--- src/design/lbrs_pkg.sv ---
// shared constants and types of the bit-packed lcg random source
`default_nettype none

package lbrs_pkg;

   // generator modulus width and rejection retry limit
   localparam int MOD_BITS  = 31;
   localparam int TRI_TRIES = 64;
   localparam int TRY_W     = $clog2(TRI_TRIES);

   // register and field widths
   localparam int MULT_W     = 31;
   localparam int INCR_W     = 31;
   localparam int SEED_W     = 31;
   localparam int SIZE_W     = 2;
   localparam int UNIT_W     = 32;
   localparam int PROD_W     = 2 * UNIT_W;
   localparam int PACK_W     = 64;
   localparam int CNT_W      = 6;
   localparam int BYTES_W    = 3;
   localparam int CSR_ADDR_W = 3;
   localparam int CSR_DATA_W = 32;
   localparam int REQ_DATA_W = 8;

   localparam logic [MULT_W-1:0] MULT_RESET = MULT_W'(1103515245);
   localparam logic [INCR_W-1:0] INCR_RESET = INCR_W'(12345);

   // register indexes
   localparam logic [CSR_ADDR_W-1:0] CSR_MULTIPLIER = 3'd0;
   localparam logic [CSR_ADDR_W-1:0] CSR_INCREMENT  = 3'd1;
   localparam logic [CSR_ADDR_W-1:0] CSR_SEED       = 3'd2;
   localparam logic [CSR_ADDR_W-1:0] CSR_UNIT_SIZE  = 3'd3;
   localparam logic [CSR_ADDR_W-1:0] CSR_RANGE_MIN  = 3'd4;
   localparam logic [CSR_ADDR_W-1:0] CSR_RANGE_MAX  = 3'd5;
   localparam logic [CSR_ADDR_W-1:0] CSR_TRIANGULAR = 3'd6;

   // unit size codes, anything else means long
   localparam logic [SIZE_W-1:0] SIZE_BYTE  = 2'd0;
   localparam logic [SIZE_W-1:0] SIZE_WORD  = 2'd1;
   localparam logic [SIZE_W-1:0] SIZE_LONG  = 2'd2;
   localparam logic [SIZE_W-1:0] SIZE_SPARE = 2'd3;  // unused code, taken as long

   typedef struct packed {
      logic [MULT_W-1:0] multiplier;
      logic [INCR_W-1:0] increment;
      logic [SIZE_W-1:0] unit_size;
      logic              triangular;
   } cfg_type;

   typedef struct packed {
      logic              scale_en;
      logic [UNIT_W-1:0] lo;
      logic [UNIT_W-1:0] scale;
      logic [UNIT_W-1:0] mid;
      logic [UNIT_W-1:0] span;
   } range_type;

   typedef struct packed {
      logic              load;
      logic [SEED_W-1:0] value;
   } seed_type;

   typedef struct packed {
      logic draw_start;
      logic lcg_add;
      logic pack;
      logic unit_load;
      logic take;
   } bits_cmd_type;

   typedef struct packed {
      logic need_zero;
      logic left_zero;
      logic cnt_full;
   } bits_stat_type;

endpackage

`default_nettype wire

--- src/design/lbrs_mul.sv ---
// shared 32x32 multiplier with registered product
`default_nettype none

module lbrs_mul import lbrs_pkg::*; (
   input  logic              clock,
   input  logic [UNIT_W-1:0] op_a,
   input  logic [UNIT_W-1:0] op_b,
   output logic [PROD_W-1:0] prod_ff
);

   always_ff @(posedge clock) begin
      prod_ff <= PROD_W'(op_a) * PROD_W'(op_b);
   end

endmodule

`default_nettype wire

--- src/design/lbrs_cfg.sv ---
// configuration registers and registered range setup
`default_nettype none

module lbrs_cfg import lbrs_pkg::*; (
   input  logic                  clock,
   input  logic                  reset,
   input  logic                  csr_we,
   input  logic [CSR_ADDR_W-1:0] csr_addr,
   input  logic [CSR_DATA_W-1:0] csr_wdata,
   output cfg_type               cfg,
   output range_type             rng,
   output seed_type              seed
);

   logic [MULT_W-1:0] multiplier_ff, multiplier_in;
   logic [INCR_W-1:0] increment_ff, increment_in;
   logic [SIZE_W-1:0] unit_size_ff, unit_size_in;
   logic [UNIT_W-1:0] range_min_ff, range_min_in;
   logic [UNIT_W-1:0] range_max_ff, range_max_in;
   logic              triangular_ff, triangular_in;

   // first setup stage
   logic [UNIT_W-1:0] umask, hi_clamp;
   logic              en_s1;
   logic [UNIT_W-1:0] lo1_ff, lo1_in, hi1_ff, hi1_in;
   logic              en1_ff, inc1_ff, inc1_in;

   // second setup stage
   logic [UNIT_W:0]   sum2;
   logic [UNIT_W-1:0] diff2;
   range_type         rng_ff, rng_in;

   always_comb begin
      multiplier_in = multiplier_ff;
      increment_in  = increment_ff;
      unit_size_in  = unit_size_ff;
      range_min_in  = range_min_ff;
      range_max_in  = range_max_ff;
      triangular_in = triangular_ff;
      if (csr_we) begin
         unique case (csr_addr)
            CSR_MULTIPLIER: multiplier_in = csr_wdata[MULT_W-1:0];
            CSR_INCREMENT:  increment_in  = csr_wdata[INCR_W-1:0];
            CSR_UNIT_SIZE:  unit_size_in  = csr_wdata[SIZE_W-1:0];
            CSR_RANGE_MIN:  range_min_in  = csr_wdata[UNIT_W-1:0];
            CSR_RANGE_MAX:  range_max_in  = csr_wdata[UNIT_W-1:0];
            CSR_TRIANGULAR: triangular_in = csr_wdata[0];
            default: ;
         endcase
      end
   end

   always_ff @(posedge clock) begin
      if (reset) begin
         multiplier_ff <= MULT_RESET;
         increment_ff  <= INCR_RESET;
         unit_size_ff  <= SIZE_BYTE;
         range_min_ff  <= '0;
         range_max_ff  <= '0;
         triangular_ff <= 1'b0;
      end else begin
         multiplier_ff <= multiplier_in;
         increment_ff  <= increment_in;
         unit_size_ff  <= unit_size_in;
         range_min_ff  <= range_min_in;
         range_max_ff  <= range_max_in;
         triangular_ff <= triangular_in;
      end
   end

   // clamp max to the unit mask, fall back to the full unit range
   always_comb begin
      case (unit_size_ff)
         SIZE_BYTE: umask = UNIT_W'(8'hff);
         SIZE_WORD: umask = UNIT_W'(16'hffff);
         default:   umask = '1;
      endcase
      hi_clamp = (range_max_ff > umask) ? umask : range_max_ff;
      en_s1    = (hi_clamp != '0) && (range_min_ff < hi_clamp);
      lo1_in   = en_s1 ? range_min_ff : '0;
      hi1_in   = en_s1 ? hi_clamp : umask;
      inc1_in  = (range_min_ff != '0) || (hi_clamp != '1);
   end

   // scale = hi - lo (+1 unless the range is the whole 32-bit space)
   always_comb begin
      sum2            = {1'b0, lo1_ff} + {1'b0, hi1_ff};
      diff2           = hi1_ff - lo1_ff;
      rng_in.scale_en = en1_ff;
      rng_in.lo       = lo1_ff;
      rng_in.scale    = hi1_ff - lo1_ff + UNIT_W'(inc1_ff);
      rng_in.mid      = sum2[UNIT_W:1];
      rng_in.span     = {1'b0, diff2[UNIT_W-1:1]};
   end

   always_ff @(posedge clock) begin
      lo1_ff  <= lo1_in;
      hi1_ff  <= hi1_in;
      en1_ff  <= en_s1;
      inc1_ff <= inc1_in;
      rng_ff  <= rng_in;
   end

   assign cfg.multiplier = multiplier_ff;
   assign cfg.increment  = increment_ff;
   assign cfg.unit_size  = unit_size_ff;
   assign cfg.triangular = triangular_ff;
   assign rng            = rng_ff;
   assign seed.load      = csr_we && (csr_addr == CSR_SEED);
   assign seed.value     = csr_wdata[SEED_W-1:0];

endmodule

`default_nettype wire

--- src/design/lbrs_bits.sv ---
// generator state, pack buffer and unit word with byte-grain extraction
`default_nettype none

module lbrs_bits import lbrs_pkg::*; (
   input  logic                clock,
   input  logic                reset,
   input  cfg_type             cfg,
   input  seed_type            seed,
   input  bits_cmd_type        cmd,
   input  logic [PROD_W-1:0]   prod,
   output bits_stat_type       stat,
   output logic [MOD_BITS-1:0] gen,
   output logic [UNIT_W-1:0]   acc
);

   logic [MOD_BITS-1:0] gen_ff, gen_in;
   logic [PACK_W-1:0]   pack_buf_ff, pack_buf_in;
   logic [CNT_W-1:0]    cnt_ff, cnt_in;
   logic [UNIT_W-1:0]   unit_ff, unit_in;
   logic [BYTES_W-1:0]  left_ff, left_in;
   logic [BYTES_W-1:0]  need_ff, need_in;
   logic [UNIT_W-1:0]   acc_ff, acc_in;
   logic [BYTES_W-1:0]  take_n;

   // a long that straddles with one byte left takes a word then a byte
   always_comb begin
      if ((need_ff == BYTES_W'(3)) && (left_ff == BYTES_W'(4)))
         take_n = BYTES_W'(2);
      else if (need_ff < left_ff)
         take_n = need_ff;
      else
         take_n = left_ff;
   end

   always_comb begin
      gen_in      = gen_ff;
      pack_buf_in = pack_buf_ff;
      cnt_in      = cnt_ff;
      unit_in     = unit_ff;
      left_in     = left_ff;
      need_in     = need_ff;
      acc_in      = acc_ff;
      if (seed.load) begin
         gen_in      = MOD_BITS'(seed.value);
         pack_buf_in = '0;
         cnt_in      = '0;
         unit_in     = '0;
         left_in     = '0;
      end else begin
         if (cmd.draw_start) begin
            acc_in = '0;
            case (cfg.unit_size)
               SIZE_BYTE: need_in = BYTES_W'(1);
               SIZE_WORD: need_in = BYTES_W'(2);
               default:   need_in = BYTES_W'(4);
            endcase
         end
         if (cmd.lcg_add)
            gen_in = prod[MOD_BITS-1:0] + MOD_BITS'(cfg.increment);
         if (cmd.pack) begin
            if (cnt_ff == '0)
               pack_buf_in = PACK_W'(gen_ff);
            else
               pack_buf_in = pack_buf_ff | (PACK_W'(gen_ff) << cnt_ff);
            cnt_in = cnt_ff + CNT_W'(MOD_BITS);
         end
         if (cmd.unit_load) begin
            unit_in     = pack_buf_ff[UNIT_W-1:0];
            pack_buf_in = pack_buf_ff >> UNIT_W;
            cnt_in      = cnt_ff - CNT_W'(UNIT_W);
            left_in     = BYTES_W'(4);
         end
         if (cmd.take) begin
            case (take_n)
               BYTES_W'(1): begin
                  acc_in  = {acc_ff[23:0], unit_ff[7:0]};
                  unit_in = {8'd0, unit_ff[31:8]};
               end
               BYTES_W'(2): begin
                  acc_in  = {acc_ff[15:0], unit_ff[15:0]};
                  unit_in = {16'd0, unit_ff[31:16]};
               end
               BYTES_W'(3): begin
                  acc_in  = {acc_ff[7:0], unit_ff[23:0]};
                  unit_in = {24'd0, unit_ff[31:24]};
               end
               BYTES_W'(4): begin
                  acc_in  = unit_ff;
                  unit_in = '0;
               end
               default: ;
            endcase
            left_in = left_ff - take_n;
            need_in = need_ff - take_n;
         end
      end
   end

   always_ff @(posedge clock) begin
      if (reset) begin
         gen_ff      <= '0;
         pack_buf_ff <= '0;
         cnt_ff      <= '0;
         unit_ff     <= '0;
         left_ff     <= '0;
         need_ff     <= '0;
      end else begin
         gen_ff      <= gen_in;
         pack_buf_ff <= pack_buf_in;
         cnt_ff      <= cnt_in;
         unit_ff     <= unit_in;
         left_ff     <= left_in;
         need_ff     <= need_in;
      end
   end

   always_ff @(posedge clock) begin
      acc_ff <= acc_in;
   end

   assign stat.need_zero = (need_ff == '0);
   assign stat.left_zero = (left_ff == '0);
   assign stat.cnt_full  = (cnt_ff >= CNT_W'(UNIT_W));
   assign gen            = gen_ff;
   assign acc            = acc_ff;

endmodule

`default_nettype wire

--- src/design/lcg_bitpacked_random_source_top.sv ---
// top level of the bit-packed lcg random source: sequencer around one shared multiplier
//
// req channel: one word per request, req_tdata[0] = 1 asks for a random unit,
//   a word with bit 0 clear is taken and dropped without a result
// rsp channel: one 32-bit word per request, the unit zero-extended
// csr port: csr_we with csr_addr selects multiplier, increment, seed, unit_size,
//   range_min, range_max or triangular; a seed write restarts the generator
//   and empties both bit buffers
// the sequencer works on one request at a time; req_tready is high only when idle
// from accept the sequencer starts a draw, extracts the unit in 1 to 3 pieces,
//   scales it with a multiply and an add when scaling, then loads the output
//   slot; every new 32-bit unit word is cut from the pack buffer after 1 or 2
//   generator steps, each a step check, the lcg multiply, the add and the pack
// triangular mode repeats a candidate and a test draw (the test draw ends in a
//   multiply and a check) until accepted, at most 64 pairs; the multiplier is
//   the shared unit that bounds all of this
// reset restores the default multiplier and increment, a zero generator value
//   and empty buffers; the first request may follow reset at once
// a stalled rsp holds its word; the block may take and work on the next
//   request meanwhile but waits before the output slot until it frees up
`default_nettype none

module lcg_bitpacked_random_source_top import lbrs_pkg::*; (
   input  logic                  clock,
   input  logic                  reset,
   // request side
   input  logic                  req_tvalid,
   output logic                  req_tready,
   input  logic [REQ_DATA_W-1:0] req_tdata,  // [0] request, [7:1] zero
   // result side
   output logic                  rsp_tvalid,
   input  logic                  rsp_tready,
   output logic [UNIT_W-1:0]     rsp_tdata,  // [31:0] value
   // register writes
   input  logic                  csr_we,
   input  logic [CSR_ADDR_W-1:0] csr_addr,
   input  logic [CSR_DATA_W-1:0] csr_wdata
);

   typedef enum logic [10:0] {
      ST_IDLE      = 11'b000_0000_0001,
      ST_START     = 11'b000_0000_0010,
      ST_DRAW      = 11'b000_0000_0100,
      ST_LCG_MUL   = 11'b000_0000_1000,
      ST_LCG_ADD   = 11'b000_0001_0000,
      ST_PACK      = 11'b000_0010_0000,
      ST_SCALE_MUL = 11'b000_0100_0000,
      ST_SCALE_ADD = 11'b000_1000_0000,
      ST_TEST_MUL  = 11'b001_0000_0000,
      ST_TEST_CHK  = 11'b010_0000_0000,
      ST_FINISH    = 11'b100_0000_0000
   } state_type;

   cfg_type             cfg;
   range_type           rng;
   seed_type            seed;
   bits_cmd_type        cmd;
   bits_stat_type       stat;
   logic [MOD_BITS-1:0] gen;
   logic [UNIT_W-1:0]   acc;
   logic [UNIT_W-1:0]   mul_a, mul_b;
   logic [PROD_W-1:0]   prod;

   state_type         state_ff, state_in;
   logic              phase_ff, phase_in;   // 0 candidate draw, 1 test draw
   logic [TRY_W-1:0]  tries_ff, tries_in;
   logic [UNIT_W-1:0] v_ff, v_in;
   logic [UNIT_W-1:0] chk_ff, chk_in;
   logic              chk_big_ff, chk_big_in;
   logic              rsp_tvalid_ff, rsp_tvalid_in;
   logic [UNIT_W-1:0] rsp_tdata_ff, rsp_tdata_in;

   logic [UNIT_W-1:0] prod_shr, prod_sum;
   logic [UNIT_W:0]   mid2;
   logic              accept;

   lbrs_cfg u_cfg (
      .clock     (clock),
      .reset     (reset),
      .csr_we    (csr_we),
      .csr_addr  (csr_addr),
      .csr_wdata (csr_wdata),
      .cfg       (cfg),
      .rng       (rng),
      .seed      (seed)
   );

   lbrs_bits u_bits (
      .clock (clock),
      .reset (reset),
      .cfg   (cfg),
      .seed  (seed),
      .cmd   (cmd),
      .prod  (prod),
      .stat  (stat),
      .gen   (gen),
      .acc   (acc)
   );

   lbrs_mul u_mul (
      .clock   (clock),
      .op_a    (mul_a),
      .op_b    (mul_b),
      .prod_ff (prod)
   );

   // product shifted down by the unit width, then offset by the range low end
   always_comb begin
      case (cfg.unit_size)
         SIZE_BYTE: prod_shr = prod[39:8];
         SIZE_WORD: prod_shr = prod[47:16];
         default:   prod_shr = prod[63:32];
      endcase
      prod_sum = prod_shr + rng.lo;
   end

   // check value: candidate mirrored about mid; below zero wraps huge and always wins
   always_comb begin
      mid2       = {rng.mid, 1'b0};
      chk_big_in = ({1'b0, v_ff} > mid2);
      if (v_ff > rng.mid)
         chk_in = mid2[UNIT_W-1:0] - v_ff;
      else
         chk_in = v_ff;
      accept = chk_big_ff || (chk_ff > prod_sum);
   end

   // shared multiplier operands
   always_comb begin
      mul_a = '0;
      mul_b = '0;
      unique case (state_ff)
         ST_LCG_MUL: begin
            mul_a = UNIT_W'(gen);
            mul_b = UNIT_W'(cfg.multiplier);
         end
         ST_SCALE_MUL: begin
            mul_a = acc;
            mul_b = rng.scale;
         end
         ST_TEST_MUL: begin
            mul_a = acc;
            mul_b = rng.span;
         end
         default: ;
      endcase
   end

   always_comb begin
      state_in      = state_ff;
      phase_in      = phase_ff;
      tries_in      = tries_ff;
      v_in          = v_ff;
      rsp_tvalid_in = rsp_tvalid_ff && !rsp_tready;
      rsp_tdata_in  = rsp_tdata_ff;
      cmd           = '0;
      unique case (state_ff)
         ST_IDLE: begin
            if (req_tvalid && req_tdata[0]) begin
               phase_in = 1'b0;
               tries_in = '0;
               state_in = ST_START;
            end
         end
         ST_START: begin
            cmd.draw_start = 1'b1;
            state_in       = ST_DRAW;
         end
         ST_DRAW: begin
            if (stat.need_zero) begin
               if (phase_ff) begin
                  state_in = ST_TEST_MUL;
               end else if (rng.scale_en) begin
                  state_in = ST_SCALE_MUL;
               end else begin
                  v_in = acc;
                  if (cfg.triangular) begin
                     phase_in = 1'b1;
                     state_in = ST_START;
                  end else begin
                     state_in = ST_FINISH;
                  end
               end
            end else if (stat.left_zero) begin
               // refill: step the generator until a full unit word is packed
               if (stat.cnt_full)
                  cmd.unit_load = 1'b1;
               else
                  state_in = ST_LCG_MUL;
            end else begin
               cmd.take = 1'b1;
            end
         end
         ST_LCG_MUL: state_in = ST_LCG_ADD;
         ST_LCG_ADD: begin
            cmd.lcg_add = 1'b1;
            state_in    = ST_PACK;
         end
         ST_PACK: begin
            cmd.pack = 1'b1;
            state_in = ST_DRAW;
         end
         ST_SCALE_MUL: state_in = ST_SCALE_ADD;
         ST_SCALE_ADD: begin
            v_in = prod_sum;
            if (cfg.triangular) begin
               phase_in = 1'b1;
               state_in = ST_START;
            end else begin
               state_in = ST_FINISH;
            end
         end
         ST_TEST_MUL: state_in = ST_TEST_CHK;
         ST_TEST_CHK: begin
            if (accept || (tries_ff == TRY_W'(TRI_TRIES - 1))) begin
               state_in = ST_FINISH;
            end else begin
               tries_in = tries_ff + TRY_W'(1);
               phase_in = 1'b0;
               state_in = ST_START;
            end
         end
         ST_FINISH: begin
            if (!rsp_tvalid_ff || rsp_tready) begin
               rsp_tvalid_in = 1'b1;
               rsp_tdata_in  = v_ff;
               state_in      = ST_IDLE;
            end
         end
         default: state_in = ST_IDLE;
      endcase
   end

   always_ff @(posedge clock) begin
      if (reset) begin
         state_ff      <= ST_IDLE;
         phase_ff      <= 1'b0;
         tries_ff      <= '0;
         rsp_tvalid_ff <= 1'b0;
      end else begin
         state_ff      <= state_in;
         phase_ff      <= phase_in;
         tries_ff      <= tries_in;
         rsp_tvalid_ff <= rsp_tvalid_in;
      end
   end

   always_ff @(posedge clock) begin
      v_ff         <= v_in;
      chk_ff       <= chk_in;
      chk_big_ff   <= chk_big_in;
      rsp_tdata_ff <= rsp_tdata_in;
   end

   assign req_tready = (state_ff == ST_IDLE);
   assign rsp_tvalid = rsp_tvalid_ff;
   assign rsp_tdata  = rsp_tdata_ff;

endmodule

`default_nettype wire

--- config.mk ---
export PLATFORM = sky130hd
export DESIGN_NAME = lcg_bitpacked_random_source_top
export DESIGN_NICKNAME = d
export VERILOG_FILES = /design/src/design/lbrs_pkg.sv /design/src/design/lbrs_mul.sv /design/src/design/lbrs_cfg.sv /design/src/design/lbrs_bits.sv /design/src/design/lcg_bitpacked_random_source_top.sv
export SDC_FILE = /design/constraint.sdc
export NUM_CORES = 2
export LEC_CHECK = 0
export BUFFER_PORTS_ARGS = -buffer_cell sky130_fd_sc_hd__clkbuf_2
export CAP_MARGIN = 0
export CORE_AREA = 2 2 370 647
export DETAILED_ROUTE_END_ITERATION = 16
export DIE_AREA = 0 0 372 649
export GPL_TIMING_DRIVEN = 0
export PLACE_DENSITY = 0.54
export SLEW_MARGIN = 10
export SYNTH_ARGS = -nofsm -noshare
export SYNTH_HDL_FRONTEND = slang
export SYNTH_SLANG_ARGS = --single-unit
--- constraint.sdc ---
create_clock -name clock -period 18.9 [get_ports clock]
set_input_delay 5.67 -clock clock [delete_from_list [all_inputs] [get_ports clock]]
set_output_delay 5.67 -clock clock [all_outputs]
set_load 0.01 [all_outputs]
==> results.cfg <==
[die]
start_util_pct = 29.89
die-area_um2 = 241400
io-pin-count = 82
die_h_um = 649
rows = 236
die_x_um = 372
core-area_um2 = 235900

[critical_path]
worstPathRequired_ps = 19380
crit_fanout = 10
max_stage_delay_ps = 960
cp_slowest_cell = clkbuf_1
crit_cells = 33
path_class = reg2reg
rr_worst_depth = 33
worst_path_most_repeated_cell = fa_1
crit_arrival_ps = 13930
end_kind = flip-flop
crit_family = adder cells
path_buf_inv = 7
cp-start-kind = flip-flop

[place]
dp_hpwl_um = 285200
port-buffer-count = 74
place_congestion = 1.041
dp_worst_setup_slack_ps = 5677

[worst_hold_path]
hp-class = reg2reg
worstHoldPathCells = 0

[synth]
async_flop_share_pct = 0
synth_cell_types = 100
syn_nets = 9760
synth.avg_cell_area_um2 = 8.566
synth_seq_cells = 674
ys_warn_count = 0
ys.flop_type = dfxtp_1
yosysSeqAreaShare_pct = 20.50
syn_area_um2 = 70520
synth_cells = 8232
synth_edf_count = 96

[detailed_routing]
postRouteAntennaNets = 0
initialDrtViolationCount = 6195
num_vias = 63578
dr.pass1.iters = 9
totalWireLength_um = 345900
post_drt_wl_per_cell_um = 29.94
drc_errors = 0
avgViaCountPerCell = 5.502

[status]
violations = capacitance limit
status = finished with violations

[clocking]
htreeDepth = 2
cts_tree = done
cts_hold_buf = 0
clock-sinks = 674
cts_inserted_buffers = 61
post_cts_resized = 0
clk_pin_slew_ps = 70
cts_setup_buffers = 0
clock_latency_ps = 730
clock_path_buffers = 3
clk_root_buffer_cell = clkbuf_16

[sta]
setup_tns_ps = 0
finalWorstPathRequiredPeriod_ps = 13450
holdWs_ps = 333.2
relSlewSlack_pct = 1.011
fin_crit_sh_pct = 71.19
max_freq_mhz = 74.32
tightest_slew_ps = 1472
worst_slack_ps = 5445
rsz0062_at_grt = no
setup_violations = 0
maxSlewViolCount = 0
timing_hold_violations_final = 0
finClkSkew_ps = 55.52

[pwr]
irDropWorstVdd_v = 0.00009870
pwr_density_cell_nw_per_um2 = 66.12
p_leak_nw = 33.74
power_mw = 5.103

[global_routing]
gr-usage-all-layers_pct = 28.37
grt_pass1_vias = 65771
grt_max_degree = 33
antenna_found_initial = 35
grt.overflow.total = 0
grt_pass1_wl_um = 483900

[final_layout]
drive_above_1_share_pct = 4.256
final_nets = 9911
area_growth_pct = 9.441
fin_util_pct = 32.71

[flow_run]
cap_violations = 1
-- per-stage QoR --
| step | std cells | instance area, µm² |
|---|---|---|
| floorplan | 8232 | 70520 |
| global placement | 11400 | 74760 |
| detailed placement | 11412 | 74920 |
| CTS | 11528 | 77070 |
| global route | 11537 | 77130 |
| finish | 11555 | 77170 |
-- path summary, 6_finish.rpt --
kind | start | endpoint | slack [ps]
worst max register to register | state_ff[10] | u_mul.prod_ff[61] | 5450
worst max-delay path | state_ff[10] | u_mul.prod_ff[61] | 5450
worst min register to register | u_cfg.en1_ff | u_cfg.rng[128] | 330
worst min-delay path | u_cfg.en1_ff | u_cfg.rng[128] | 330
-- per-layer routing --
metal	up-vias	track usage, %	routed length (µm)
met3	1557	5.324	23710
met4	18	32.02	50170
met5	-	0	171
met2	3339	47.60	164100
li1	27245	-	-
met1	31419	27.45	107800
-- flip-flops by register name (all words and copies together), names as in the netlist, 2 cells and up --
name / count
u_cfg.hi1_ff: 32
u_cfg.range_min_ff: 32
rsp_tdata: 32
state_ff: 11
u_bits.pack_buf_ff: 64
u_cfg.rng: 128
u_cfg.unit_size_ff: 2
u_cfg.lo1_ff: 32
u_bits.need_ff: 3
chk_ff: 32
u_bits.acc: 32
v_ff: 32
u_bits.cnt_ff: 6
u_bits.unit_ff: 32
u_cfg.range_max_ff: 32
tries_ff: 6
u_bits.gen: 31
u_cfg.increment_ff: 31
u_cfg.multiplier_ff: 31
u_bits.left_ff: 3
u_mul.prod_ff: 64
-- synth_stat cells, drive strengths merged, types with 72 or more instances --
cell type | count | area (µm²)
nand3 | 104 | 520.5
a21oi | 498 | 2504
mux2i | 99 | 991.0
dfxtp | 578 | 11570
clkbuf | 387 | 1454
nor2 | 886 | 3326
nor3 | 72 | 365.3
xnor2 | 140 | 1234
fa | 903 | 18080
and2 | 83 | 519.3
nand4 | 74 | 462.9
inv | 1053 | 3953
nand2 | 1167 | 4380
a21o | 148 | 1111
edfxtp | 96 | 2883
a22oi | 102 | 765.7
o21ai | 303 | 1516
ha | 577 | 7219
xor2 | 83 | 727.0
-- power by group --
part / switching (mW) / internal [mW] / leakage (nW)
Sequential: 0.322 / 1.70 / 5.64
Combinational: 1.12 / 0.580 / 27.1
Clock: 0.649 / 0.735 / 1.04
Total: 2.09 / 3.01 / 33.7
-- area by class of cell --
type	count	area, µm²
Antenna cell	25	62.56
Fill cell	24909	158800
Clock inverter	37	422.9
Buffer	449	1763
Inverter	1056	3964
Multi-Input combinational cell	6053	50380
Timing Repair Buffer	88	524.3
Clock buffer	79	1728
Sequential cell	674	14450
Tap cell	3094	3871
-- layout by cell type, fill, tap and decap left out, types with 64 or more instances in the layout --
cell type	n
a21o_1	148
a21oi_1	497
a22oi_1	101
and2_1	80
clkbuf_1	389
clkbuf_16	64
clkbuf_2	80
dfxtp_1	578
edfxtp_1	96
fa_1	903
ha_1	577
inv_1	1052
mux2i_1	99
nand2_1	1167
nand3_1	104
nand4_1	74
nor2_1	886
nor3_1	71
o21ai_0	297
xnor2_1	138
xor2_1	82
-- logic make-up after synthesis --
logic type | count (synthesis) | synth area share (%)
flip-flops | 674 | 20.50
multiplexers | 136 | 2.347
AO/OA/AOI/OAI | 1515 | 13.74
AND/OR/NAND/NOR | 2699 | 16.65
XOR/XNOR | 223 | 2.780
buffers and inverters | 1505 | 8.111
adder cells (fa/ha/maj) | 1480 | 35.87
Power figures use the tool's default switching activity.
